==> config.mk <==
export PLATFORM = sky130hd
export DESIGN_NAME = utf8_to_utf16_transcoder_flat
export DESIGN_NICKNAME = d
export VERILOG_FILES = /design/src/hdl/u8u16_pkg.sv /design/src/hdl/u8u16_if.sv /design/src/hdl/u8u16_front.sv /design/src/hdl/u8u16_fifo.sv /design/src/hdl/u8u16_back.sv /design/src/hdl/utf8_to_utf16_transcoder.sv /design/src/flat_wrapper.sv
export SDC_FILE = /design/constraint.sdc
export NUM_CORES = 1
export LEC_CHECK = 0
export ABC_AREA = 0
export BUFFER_PORTS_ARGS = -buffer_cell sky130_fd_sc_hd__buf_4
export CAP_MARGIN = 25
export CORE_AREA = 5 5 132 84
export CTS_CLUSTER_SIZE = 25
export DETAILED_ROUTE_END_ITERATION = 10
export DIE_AREA = 0 0 137 89
export PLACE_DENSITY = 0.77
export SLEW_MARGIN = 40
export SYNTH_ARGS = -nofsm -noshare
export SYNTH_HDL_FRONTEND = slang
export SYNTH_SLANG_ARGS = --single-unit
==> constraint.sdc <==
create_clock -name clk -period 3.5 [get_ports clk]
set_input_delay 0.7 -clock clk [delete_from_list [all_inputs] [get_ports clk]]
set_output_delay 0.7 -clock clk [all_outputs]
set_load 0.02 [all_outputs]
==> src/hdl/u8u16_pkg.sv <==
// u8u16_pkg: shared widths, constants and struct types of the UTF-8 to UTF-16 transcoder.
// No dependencies; every other file of the block depends on it.
`timescale 1ns / 1ps
`default_nettype none

package u8u16_pkg;

	localparam int BYTE_W      = 8;
	localparam int POINT_W     = 21;
	localparam int UNIT_W      = 16;
	localparam int PEND_W      = 2;
	localparam int QUEUE_DEPTH = 4;

	// UTF-16 mapping constants
	localparam logic [POINT_W-1:0] BMP_MAX      = 21'h00FFFF;
	localparam logic [POINT_W-1:0] SUPP_BASE    = 21'h010000;
	localparam logic [UNIT_W-1:0]  HI_SURR_BASE = 16'hD800;
	localparam logic [UNIT_W-1:0]  LO_SURR_BASE = 16'hDC00;

	// finished code point from the decoder into the queue
	typedef struct packed {
		logic               push;
		logic [POINT_W-1:0] point;
	} point_push_t;

	// queue head as the back end sees it
	typedef struct packed {
		logic               valid;
		logic               full;
		logic [POINT_W-1:0] point;
	} queue_stat_t;

endpackage

`default_nettype wire

==> src/hdl/u8u16_if.sv <==
// u8u16_byte_if / u8u16_unit_if: valid/ready channels for input bytes and output code units.
// Depends on u8u16_pkg for the payload widths.
`timescale 1ns / 1ps
`default_nettype none

interface u8u16_byte_if;
	logic                         valid;
	logic                         ready;
	logic [u8u16_pkg::BYTE_W-1:0] in_byte;
	logic                         string_end;

	modport source (output valid, output in_byte, output string_end, input ready);
	modport sink   (input valid, input in_byte, input string_end, output ready);
endinterface

interface u8u16_unit_if;
	logic                         valid;
	logic                         ready;
	logic [u8u16_pkg::UNIT_W-1:0] code_unit;
	logic                         run_last;

	modport source (output valid, output code_unit, output run_last, input ready);
	modport sink   (input valid, input code_unit, input run_last, output ready);
endinterface

`default_nettype wire

==> src/hdl/u8u16_front.sv <==
// u8u16_front: accepts UTF-8 byte beats and assembles code points (lax decoder).
// Depends on u8u16_pkg and u8u16_byte_if; pushes finished points into the queue.
`timescale 1ns / 1ps
`default_nettype none

module u8u16_front (
	input  wire                      clk,
	input  wire                      arst_n,
	u8u16_byte_if.sink               bytes,
	input  wire                      queue_full,
	output u8u16_pkg::point_push_t   push
);
	import u8u16_pkg::*;

	localparam logic [BYTE_W-1:0] LEAD4_MASK = 8'b1111_0000;
	localparam logic [BYTE_W-1:0] LEAD3_MASK = 8'b1110_0000;
	localparam logic [PEND_W-1:0] PEND_NONE  = 2'd0;
	localparam logic [PEND_W-1:0] PEND_ONE   = 2'd1;
	localparam logic [PEND_W-1:0] PEND_TWO   = 2'd2;
	localparam logic [PEND_W-1:0] PEND_THREE = 2'd3;

	logic [POINT_W-1:0] point_q;
	logic [PEND_W-1:0]  pend_q;
	logic               accept;
	logic               is_lead4;
	logic               is_lead3;
	logic [POINT_W-1:0] cont_point;

	assign bytes.ready = !queue_full;
	assign accept      = bytes.valid && bytes.ready;

	assign is_lead4   = (bytes.in_byte & LEAD4_MASK) == LEAD4_MASK;
	assign is_lead3   = (bytes.in_byte & LEAD3_MASK) == LEAD3_MASK;
	// continuation: shift in six payload bits, top bits fall off
	assign cont_point = {point_q[POINT_W-7:0], bytes.in_byte[5:0]};

	// a point is finished by the last continuation or by a one-byte character
	always_comb begin
		push.push  = accept && !bytes.string_end &&
			((pend_q == PEND_ONE) || (pend_q == PEND_NONE && !bytes.in_byte[7]));
		push.point = (pend_q != PEND_NONE) ? cont_point
			: {{(POINT_W-BYTE_W){1'b0}}, bytes.in_byte};
	end

	// decoder state
	always_ff @(posedge clk or negedge arst_n) begin
		if (!arst_n) begin
			point_q <= '0;
			pend_q  <= PEND_NONE;
		end else if (accept) begin
			if (bytes.string_end) begin
				point_q <= '0;
				pend_q  <= PEND_NONE;
			end else if (pend_q != PEND_NONE) begin
				point_q <= (pend_q == PEND_ONE) ? '0 : cont_point;
				pend_q  <= pend_q - PEND_ONE;
			end else if (bytes.in_byte[7]) begin
				if (is_lead4) begin
					point_q <= {{(POINT_W-3){1'b0}}, bytes.in_byte[2:0]};
					pend_q  <= PEND_THREE;
				end else if (is_lead3) begin
					point_q <= {{(POINT_W-4){1'b0}}, bytes.in_byte[3:0]};
					pend_q  <= PEND_TWO;
				end else begin
					point_q <= {{(POINT_W-5){1'b0}}, bytes.in_byte[4:0]};
					pend_q  <= PEND_ONE;
				end
			end
		end
	end

endmodule

`default_nettype wire

==> src/hdl/u8u16_fifo.sv <==
// u8u16_fifo: short queue of finished code points between decoder and unit emitter.
// Depends on u8u16_pkg for the point width and queue structs.
`timescale 1ns / 1ps
`default_nettype none

module u8u16_fifo #(
	parameter int DEPTH = u8u16_pkg::QUEUE_DEPTH
) (
	input  wire                      clk,
	input  wire                      arst_n,
	input  u8u16_pkg::point_push_t   push,
	input  wire                      pop,
	output u8u16_pkg::queue_stat_t   stat
);
	import u8u16_pkg::*;

	localparam int IDX_W = (DEPTH > 1) ? $clog2(DEPTH) : 1;
	localparam int CNT_W = $clog2(DEPTH + 1);
	localparam logic [IDX_W-1:0] LAST_IDX = IDX_W'(DEPTH - 1);
	localparam logic [CNT_W-1:0] FULL_CNT = CNT_W'(DEPTH);

	logic [POINT_W-1:0] entries_q [DEPTH];
	logic [IDX_W-1:0]   wr_ptr_q;
	logic [IDX_W-1:0]   rd_ptr_q;
	logic [CNT_W-1:0]   count_q;
	logic               do_push;
	logic               do_pop;

	assign stat.valid = count_q != '0;
	assign stat.full  = count_q == FULL_CNT;
	assign stat.point = entries_q[rd_ptr_q];

	assign do_push = push.push && !stat.full;
	assign do_pop  = pop && stat.valid;

	// pointers and fill count
	always_ff @(posedge clk or negedge arst_n) begin
		if (!arst_n) begin
			wr_ptr_q <= '0;
			rd_ptr_q <= '0;
			count_q  <= '0;
		end else begin
			if (do_push)
				wr_ptr_q <= (wr_ptr_q == LAST_IDX) ? '0 : wr_ptr_q + 1'b1;
			if (do_pop)
				rd_ptr_q <= (rd_ptr_q == LAST_IDX) ? '0 : rd_ptr_q + 1'b1;
			if (do_push && !do_pop)
				count_q <= count_q + 1'b1;
			else if (do_pop && !do_push)
				count_q <= count_q - 1'b1;
		end
	end

	// storage
	always_ff @(posedge clk) begin
		if (do_push)
			entries_q[wr_ptr_q] <= push.point;
	end

endmodule

`default_nettype wire

==> src/hdl/u8u16_back.sv <==
// u8u16_back: turns queued code points into UTF-16 units, one unit beat per cycle while the sink is ready.
// Depends on u8u16_pkg and u8u16_unit_if; pops the point queue.
`timescale 1ns / 1ps
`default_nettype none

module u8u16_back (
	input  wire                      clk,
	input  wire                      arst_n,
	input  u8u16_pkg::queue_stat_t   stat,
	output logic                     pop,
	u8u16_unit_if.source             units
);
	import u8u16_pkg::*;

	logic               ovalid_q;
	logic [UNIT_W-1:0]  unit_q;
	logic               last_q;
	logic               lo_pend_q;
	logic [UNIT_W-1:0]  lo_q;
	logic               load;
	logic               is_bmp;
	logic [POINT_W-1:0] supp;
	logic [UNIT_W-1:0]  hi_unit;
	logic [UNIT_W-1:0]  lo_unit;

	assign units.valid     = ovalid_q;
	assign units.code_unit = unit_q;
	assign units.run_last  = last_q;

	// output register takes a new beat when empty or being drained
	assign load = !ovalid_q || units.ready;
	assign pop  = load && !lo_pend_q && stat.valid;

	// surrogate split; high half is supp[20:10] zero-extended to 16 bits
	assign is_bmp  = stat.point <= BMP_MAX;
	assign supp    = stat.point - SUPP_BASE;
	assign hi_unit = UNIT_W'(supp[POINT_W-1:10]) + HI_SURR_BASE;
	assign lo_unit = {6'b0, supp[9:0]} + LO_SURR_BASE;

	// control
	always_ff @(posedge clk or negedge arst_n) begin
		if (!arst_n) begin
			ovalid_q  <= 1'b0;
			lo_pend_q <= 1'b0;
		end else if (load) begin
			if (lo_pend_q) begin
				ovalid_q  <= 1'b1;
				lo_pend_q <= 1'b0;
			end else if (stat.valid) begin
				ovalid_q  <= 1'b1;
				lo_pend_q <= !is_bmp;
			end else begin
				ovalid_q  <= 1'b0;
			end
		end
	end

	// payload
	always_ff @(posedge clk) begin
		if (load) begin
			if (lo_pend_q) begin
				unit_q <= lo_q;
				last_q <= 1'b1;
			end else if (stat.valid) begin
				unit_q <= is_bmp ? stat.point[UNIT_W-1:0] : hi_unit;
				last_q <= is_bmp;
				lo_q   <= lo_unit;
			end
		end
	end

endmodule

`default_nettype wire

==> src/hdl/utf8_to_utf16_transcoder.sv <==
// UTF-8 to UTF-16 transcoder, top level: decoder front, point queue, unit emitter back.
// Throughput: one byte beat per cycle while the queue is not full; a surrogate pair takes two output beats at the back.
// A code point finished by a byte beat is first written into the queue, then loaded into the
// output register, which drives the unit.
// Reset: arst_n asynchronously clears decoder state, queue and output valid.
// Depends on u8u16_pkg, u8u16_if, u8u16_front, u8u16_fifo and u8u16_back.
`timescale 1ns / 1ps
`default_nettype none

module utf8_to_utf16_transcoder #(
	parameter int QUEUE_DEPTH = u8u16_pkg::QUEUE_DEPTH
) (
	input  wire            clk,
	input  wire            arst_n,
	u8u16_byte_if.sink     bytes,
	u8u16_unit_if.source   units
);
	import u8u16_pkg::*;

	point_push_t push;
	queue_stat_t stat;
	logic        pop;

	u8u16_front u_front (
		.clk        (clk),
		.arst_n     (arst_n),
		.bytes      (bytes),
		.queue_full (stat.full),
		.push       (push)
	);

	u8u16_fifo #(
		.DEPTH (QUEUE_DEPTH)
	) u_fifo (
		.clk    (clk),
		.arst_n (arst_n),
		.push   (push),
		.pop    (pop),
		.stat   (stat)
	);

	u8u16_back u_back (
		.clk    (clk),
		.arst_n (arst_n),
		.stat   (stat),
		.pop    (pop),
		.units  (units)
	);

`ifndef SYNTHESIS
	// the decoder never pushes into a full queue
	a_no_push_full: assert property (@(posedge clk) disable iff (!arst_n)
		push.push |-> !stat.full)
		else $error("point pushed into full queue");

	// the emitter never pops an empty queue
	a_no_pop_empty: assert property (@(posedge clk) disable iff (!arst_n)
		pop |-> stat.valid)
		else $error("point popped from empty queue");

	// a high surrogate beat is followed at once by its low half
	a_pair_follows: assert property (@(posedge clk) disable iff (!arst_n)
		units.valid && units.ready && !units.run_last |=> units.valid && units.run_last)
		else $error("low surrogate missing after high half");
`endif

endmodule

`default_nettype wire
==> src/flat_wrapper.sv <==
// flat-port wrapper written by rule: the top's interface ports become plain ports
module utf8_to_utf16_transcoder_flat import u8u16_pkg::*;
#(
	parameter int QUEUE_DEPTH = u8u16_pkg::QUEUE_DEPTH
)
  (clk, arst_n, bytes_valid, bytes_in_byte, bytes_string_end, bytes_ready, units_valid, units_code_unit, units_run_last, units_ready);
  u8u16_byte_if bytes_i ();
  u8u16_unit_if units_i ();
  input  wire clk;
  input  wire arst_n;
  input wire logic [$bits(bytes_i.valid)-1:0] bytes_valid;
  input wire logic [$bits(bytes_i.in_byte)-1:0] bytes_in_byte;
  input wire logic [$bits(bytes_i.string_end)-1:0] bytes_string_end;
  output wire logic [$bits(bytes_i.ready)-1:0] bytes_ready;
  output wire logic [$bits(units_i.valid)-1:0] units_valid;
  output wire logic [$bits(units_i.code_unit)-1:0] units_code_unit;
  output wire logic [$bits(units_i.run_last)-1:0] units_run_last;
  input wire logic [$bits(units_i.ready)-1:0] units_ready;
  assign bytes_i.valid = bytes_valid;
  assign bytes_i.in_byte = bytes_in_byte;
  assign bytes_i.string_end = bytes_string_end;
  assign bytes_ready = bytes_i.ready;
  assign units_valid = units_i.valid;
  assign units_code_unit = units_i.code_unit;
  assign units_run_last = units_i.run_last;
  assign units_i.ready = units_ready;
  utf8_to_utf16_transcoder #(.QUEUE_DEPTH(QUEUE_DEPTH)) u_core (.clk(clk), .arst_n(arst_n), .bytes(bytes_i), .units(units_i));
endmodule
* Word-level counts from Yosys, hierarchy flattened
Memories as Yosys holds them, arrays and structs flattened.
Cells that the tools add are included.
** Word-level totals
- Output and inout port bits :: 19
- Bits in registers :: 59
- Bits in latches :: 0
- Input bits :: 13
- RAM bits :: 84
- Bits in read-only memories :: 0
- Memories :: 1
** Memory list
- u_core.u_fifo.entries_q :: depth 4, bits a word 21, rd ports 1, clocked after memory_dff 0, write ports 1, line u8u16_fifo.sv:22 : logic [POINT_W-1:0] entries_q [DEPTH];
** Operators by class
- $add $sub $neg :: 8
- Multiply operators :: 0
- Equal/unequal tests :: 6
- Mux-type cells :: 26
- Shift operators :: 0
- Magnitude comparators :: 1
- Bitwise operators :: 1
- Reduce and logical (&&, ||, !) cells :: 29
- Div/mod/pow operators :: 0
** Operator list (count)
- 15-bit two-way mux :: 4
- 16-bit two-way mux :: 3
- 21-bit by 16-bit <= comparator with 1-bit output (second input constant) :: 1
- 21-bit two-way mux :: 1
- 21-bit by 17-bit subtractor with 21-bit output (second input constant) :: 1
- 11-bit by 15-bit adder with 16-bit output (second input constant) :: 1
- 12-bit by 15-bit adder with 16-bit output (second input constant) :: 1
- 2-bit two-way mux :: 7
- 1-bit logical AND :: 10
- 5-bit two-way mux :: 2
- 1-bit zero test :: 8
- 1-bit two-way mux :: 7
- 3-bit == test (second input constant) :: 2
- 3-bit two-way mux :: 2
- 2-bit nonzero test :: 3
- 3-bit nonzero test :: 2
- 2-bit by 1-bit adder with 2-bit output (second input constant) :: 2
- 2-bit == test (second input constant) :: 2
- 4-bit == test (second input constant) :: 1
- 2-bit AND reduction :: 2
- 3-bit by 1-bit adder with 3-bit output (second input constant) :: 1
- 3-bit AND reduction :: 1
- 3-bit by 1-bit subtractor with 3-bit output (second input constant) :: 1
- 2-bit by 1-bit == test with 1-bit output (second input constant) :: 1
- other kinds (4) :: 5

* Longest topological paths before layout
- Depth in word-level cells :: 10
- Gate-level depth with buffers :: 10

* Hierarchy
A second synthesis with hierarchy kept.
** Second synthesis, totals
- Cell total of the unflattened synthesis :: 355
- Area total of the unflattened synthesis :: 5838.1 um^2
** By module, submodules not included
- u8u16_fifo :: area each 3520.9 um^2, cells each 147, sequential area each 2697.6 um^2, times used 1
- u8u16_back :: area each 1330.0 um^2, cells each 97, sequential area each 860.8 um^2, times used 1
- u8u16_front :: area each 987.2 um^2, cells each 111, sequential area each 425.4 um^2, times used 1

* Worst setup path after synthesis
Ideal clock, no wire load.
- Path kind :: input port to flip-flop
- Start point :: in units_ready
- End point :: reg u_core.u_fifo.count_q[1]
- Arrival time :: 2.773 ns
- Buffers on the path :: 0
- Slack :: 0.603 ns
- Stages on the path :: 7
- Cell sequence :: nor2b_1 -> nor3_1 -> inv_1 -> ha_1 -> inv_1 -> fa_1 -> mux2_2
** On the way
- Word-level cells in the longest chain between the ends :: 7
- Elaborated cells on any way between the ends :: 9
- Classes of those cells :: 1 x mux; 8 x reduce/logical
** RTL lines
- from (decl) :: line flat_wrapper.sv:18 : input wire logic [$bits(units_i.ready)-1:0] units_ready;
- 1-bit logical OR * :: line u8u16_back.sv:31 : assign load = !ovalid_q || units.ready;
- 1-bit logical AND * (2 in a row) :: line u8u16_back.sv:32 : assign pop = load && !lo_pend_q && stat.valid;
- 1-bit logical AND * :: line u8u16_fifo.sv:34 : assign do_pop = pop && stat.valid;
- 1-bit zero test :: line u8u16_fifo.sv:47 : if (do_push && !do_pop)
- 1-bit logical AND :: line u8u16_fifo.sv:47
- 3-bit two-way mux or 2-bit nonzero test (tied branches)
- to (signal assigned) :: line u8u16_fifo.sv:48 : count_q <= count_q + 1'b1;
- to (signal assigned) :: line u8u16_fifo.sv:50 : count_q <= count_q - 1'b1;
- to (decl) :: line u8u16_fifo.sv:25 : logic [CNT_W-1:0] count_q;
Every way passes the cells marked *; elsewhere a longest branch is shown, timed or not.
A chain may end at the register's enable or synchronous reset.

* Final worst setup path
- Start point :: reg u_core.u_fifo.rd_ptr_q[0]
- End point :: reg u_core.u_back.unit_q[7], in the netlist u_core.u_back.units.code_unit[7], data pin
** On the way
- Word-level cells in the longest chain between the ends :: 6
- Elaborated cells on any way between the ends :: 7
- Classes of those cells :: 2 x add/sub; 1 x order compare; 3 x mux; 1 x memory
** RTL lines
- from (decl) :: line u8u16_fifo.sv:24 : logic [IDX_W-1:0] rd_ptr_q;
- from (signal assigned) :: line u8u16_fifo.sv:46 : rd_ptr_q <= (rd_ptr_q == LAST_IDX) ? '0 : rd_ptr_q + 1'b1;
- memory 4 x 21 bit *
- 21-bit by 17-bit subtractor with 21-bit output :: line u8u16_back.sv:36 : assign supp = stat.point - SUPP_BASE;
- 12-bit by 15-bit adder with 16-bit output :: line u8u16_back.sv:37 : assign hi_unit = UNIT_W'(supp[POINT_W-1:10]) + HI_SURR_BASE;
- 16-bit two-way mux * :: line u8u16_back.sv:65 : unit_q <= is_bmp ? stat.point[UNIT_W-1:0] : hi_unit;
- 16-bit two-way mux * :: line u8u16_back.sv:64 : end else if (stat.valid) begin
- 16-bit two-way mux * :: line u8u16_back.sv:61 : if (lo_pend_q) begin
- to (signal assigned) :: line u8u16_back.sv:62 : unit_q <= lo_q;
- to (signal assigned) :: line u8u16_back.sv:65
- to (decl) :: line u8u16_back.sv:16 : logic [UNIT_W-1:0] unit_q;
Every way passes the cells marked *; elsewhere a longest branch is shown, timed or not. The select of a mux whose other input is x is not followed.

==> insert_results.sql <==
INSERT INTO impl_metrics (metric_group, metric, value, unit) VALUES
('sta', 'final_hold_vios', '0', ''),
('layout', 'finalNetCount', '408', ''),
('synthesis', 'synthesis.area', '5647', 'sq um'),
('worst_setup_path', 'startpoint_type', 'flop', ''),
('synthesis', 'yosys_warnings', '0', ''),
('layout', 'filler_cell_count', '609', ''),
('clock_tree', 'clockBufferDepth', '2', ''),
('clock_tree', 'cts_hold_buffers', '0', ''),
('layout', 'mostFrequentLayoutCell', 'edfxtp_1', ''),
('power_and_ir_drop', 'power_density', '870.1', 'nW/um^2'),
('floorplan', 'die_outline_area', '12190', 'sq um'),
('clock_tree', 'clk_transition_reported_paths', '50', 'ps'),
('routing', 'drt-vias-per-instance', '5.839', ''),
('worst_setup_path', 'crit_required', '3680', 'ps'),
('worst_setup_path', 'timing.reg2reg.setup_slack', '550', 'ps'),
('synthesis', 'yosys.cell_types.count', '50', ''),
('layout', 'final_cell_area', '6731', 'sq um'),
('sta', 'finalSetupViolations', '0', ''),
('clock_tree', 'ctsHtreeMaxLevel', '4', ''),
('global_routing', 'wire_length_of_the_first_global_routing_pass', '17480', 'um'),
('power_and_ir_drop', 'total_power', '5.857', 'mW'),
('sta', 'rsz0062_at_grt', 'no', ''),
('placement', 'worst_setup_slack_post_dpl', '576.5', 'ps'),
('global_routing', 'grt_max_degree', '27', ''),
('placement', 'place.port_buffers', '31', ''),
('clock_tree', 'cts_tree', 'done', ''),
('job', 'max-cap-violations', '0', ''),
('outcome', 'result_of_the_run', 'finished clean', ''),
('routing', 'number_of_iterations_in_the_first_detailed_routing_pass', '5', ''),
('clock_tree', 'post_cts_sizing_count', '0', ''),
('power_and_ir_drop', 'comb_power_share', '27.1', '%'),
('global_routing', 'gr-usage-all-layers', '20.23', '%'),
('clock_tree', 'ctsRootBufferMaster', 'clkbuf_16', ''),
('floorplan', 'core_area', '9634', 'sq um'),
('placement', 'dpl.hpwl', '7120', 'um'),
('power_and_ir_drop', 'netSwitchingPower', '1.718', 'mW'),
('power_and_ir_drop', 'swShare', '29.33', '%'),
('clock_tree', 'numClockSinks', '137', ''),
('synthesis', 'postSynthNetCount', '361', ''),
('power_and_ir_drop', 'vdd.ir_drop.worst', '0.4557', 'mV'),
('synthesis', 'synth-edff-count', '111', ''),
('clock_tree', 'worstSkewPairLatency', '410', 'ps'),
('floorplan', 'num_rows', '28', ''),
('floorplan', 'dieHeight', '89', 'um'),
('sta', 'timing.slew.headroom', '51.98', '%'),
('worst_setup_path', 'crit_path_max_fanout', '10', ''),
('placement', 'globalplace.congestion', '0.8548', ''),
('floorplan', 'die_w', '137', 'um'),
('floorplan', 'effective_utilization_at_floorplan', '58.61', '%'),
('synthesis', 'share_of_synthesized_registers_carrying_an_async_set_or_reset', '18.98', '%'),
('synthesis', 'synth_sequential_area_ratio', '70.55', '%'),
('power_and_ir_drop', 'leakagePower', '2.436', 'nW'),
('floorplan', 'io-pin-count', '32', ''),
('sta', 'fin_crit', '2947', 'ps'),
('synthesis', 'syn_avg_cell_area', '16.61', 'sq um'),
('clock_tree', 'cts-buffers-inserted', '17', ''),
('worst_setup_path', 'regToRegStartpoint', 'u_core.u_fifo.rd_ptr_q[0]', ''),
('worst_setup_path', 'cp.arrival', '3120', 'ps'),
('placement', 'dpl_cell_area', '6063', 'sq um'),
('sta', 'layout_worst_path_cycle_share', '84.21', '%'),
('routing', 'route.vias.total', '3124', ''),
('routing', 'route.detailed.drc', '0', ''),
('sta', 'final.setup_skew', '6.513', 'ps'),
('routing', 'ant_nets', '0', ''),
('routing', 'detail_route.wirelength', '10910', 'um'),
('power_and_ir_drop', 'seq_power_share', '38.8', '%'),
('worst_setup_path', 'crit_type', 'reg -> reg', ''),
('global_routing', 'grt_overflow', '0', ''),
('worst_setup_path', 'worst_setup_path_end_kind', 'flop', ''),
('synthesis', 'synth-main-ff-cell', 'edfxtp_1', ''),
('global_routing', 'number_of_antenna_violations_at_the_first_check_in_global_routing', '0', '');
-- layout make-up --
| class | count | area [sq um] | share of cell area [%] |
|---|---|---|---|
| sequential | 137 | 3984 | 59.18 |
| multi-input combinational | 178 | 1554 | 23.09 |
| clock buffer | 20 | 446.7 | 6.636 |
| timing repair buffer | 42 | 315.3 | 4.684 |
| clock inverter | 12 | 221.5 | 3.290 |
| tap | 135 | 168.9 | 2.509 |
| inverter | 11 | 41.29 | 0.6134 |
-- flip-flops by register name, indices dropped and copies added (netlist names) --
signal / count
u_core.u_fifo.entries_q: 84
u_core.u_back.lo_q: 10
u_core.u_fifo.count_q: 3
u_core.u_back.units.valid: 1
u_core.u_front.point_q: 15
u_core.u_fifo.rd_ptr_q: 2
u_core.u_back.units.run_last: 1
u_core.u_back.lo_pend_q: 1
u_core.u_front.pend_q: 2
u_core.u_fifo.wr_ptr_q: 2
u_core.u_back.units.code_unit: 16
-- kinds of logic (layout without fill, tap and decap cells) --
group                      after synthesis  in the layout  share of synthesized area (%)
muxes                                   34             34                          10.97
adders and majority gates                8              8                          1.906
DFF                                    137            137                          70.55
buffers and inverters                   25             85                          2.304
xor gates and xnor gates                 4              4                         0.6205
AOI/OAI and AO/OA                       40             40                          4.986
and+or+nand+nor                         92             92                          8.664
-- power groups by stage --
stage | registers (mW) | logic (mW) | clock network, mW
6_report | 2.27 | 1.59 | 2.00
5_1_grt | 2.31 | 1.73 | 2.10
4_1_cts | 2.28 | 1.59 | 2.03
3_5_place_dp | 2.30 | 1.58 | 0
3_3_place_gp | 2.28 | 1.54 | 0
2_1_floorplan | 2.35 | 1.03 | 0
-- cell usage after synthesis, types with 2 or more instances --
master / n / area, sq um
edfxtp_1: 111 / 3333
nand2b_1: 3 / 18.77
or3_1: 5 / 31.28
o21ai_0: 15 / 75.07
o31ai_1: 2 / 15.01
a32o_1: 7 / 70.07
nor3_1: 8 / 40.04
nand2_1: 28 / 105.1
dfrtp_1: 26 / 650.6
xor2_1: 2 / 17.52
nor2b_1: 14 / 87.58
inv_1: 10 / 37.54
mux4_1: 2 / 52.55
mux2i_1: 6 / 60.06
a21oi_1: 4 / 20.02
buf_6: 3 / 33.78
mux4_2: 19 / 427.9
buf_2: 2 / 10.01
nor2_1: 13 / 48.80
mux2_2: 7 / 78.83
xnor2_1: 2 / 17.52
nand3_1: 3 / 15.01
clkbuf_1: 8 / 30.03
and3_1: 4 / 25.02
and2_1: 2 / 12.51
ha_1: 7 / 87.58
nand4_1: 4 / 25.02
-- worst max path at each step --
stage               slack [ps]                               end                 startpoint
finish                     550  u_core.u_back.units.code_unit[7]  u_core.u_fifo.rd_ptr_q[0]
global placement           670          u_core.u_fifo.count_q[1]                units_ready
detailed placement         580  u_core.u_back.units.code_unit[7]  u_core.u_fifo.rd_ptr_q[0]
CTS                        540  u_core.u_back.units.code_unit[7]  u_core.u_fifo.rd_ptr_q[0]
global route               340  u_core.u_back.units.code_unit[7]  u_core.u_fifo.rd_ptr_q[0]
floorplan                  600          u_core.u_fifo.count_q[1]                units_ready
-- layer usage --
metal,vias to the layer above,GRT usage [%],wire (um)
met2,140,29.52,4902
li1,1417,-,-
met1,1553,29.38,4872
met5,-,0,0
met4,0,8.243,167
met3,14,5.456,967
-- per-stage QoR --
step,hold WS [ps],cells
floorplan,404.4,340
global placement,468.1,503
detailed placement,465.5,503
CTS,195.3,535
global route,212.2,535
finish,200.6,535
-- worst max-delay path: stages (launching register included) --
cell	delay, ps
dfrtp_1	550
mux4_2	600
inv_1	120
ha_1	150
inv_1	70
nor4_2	490
mux2i_1	140
buf_4	190
a311oi_1	400
Note: power is estimated with default switching activity, not from simulation.
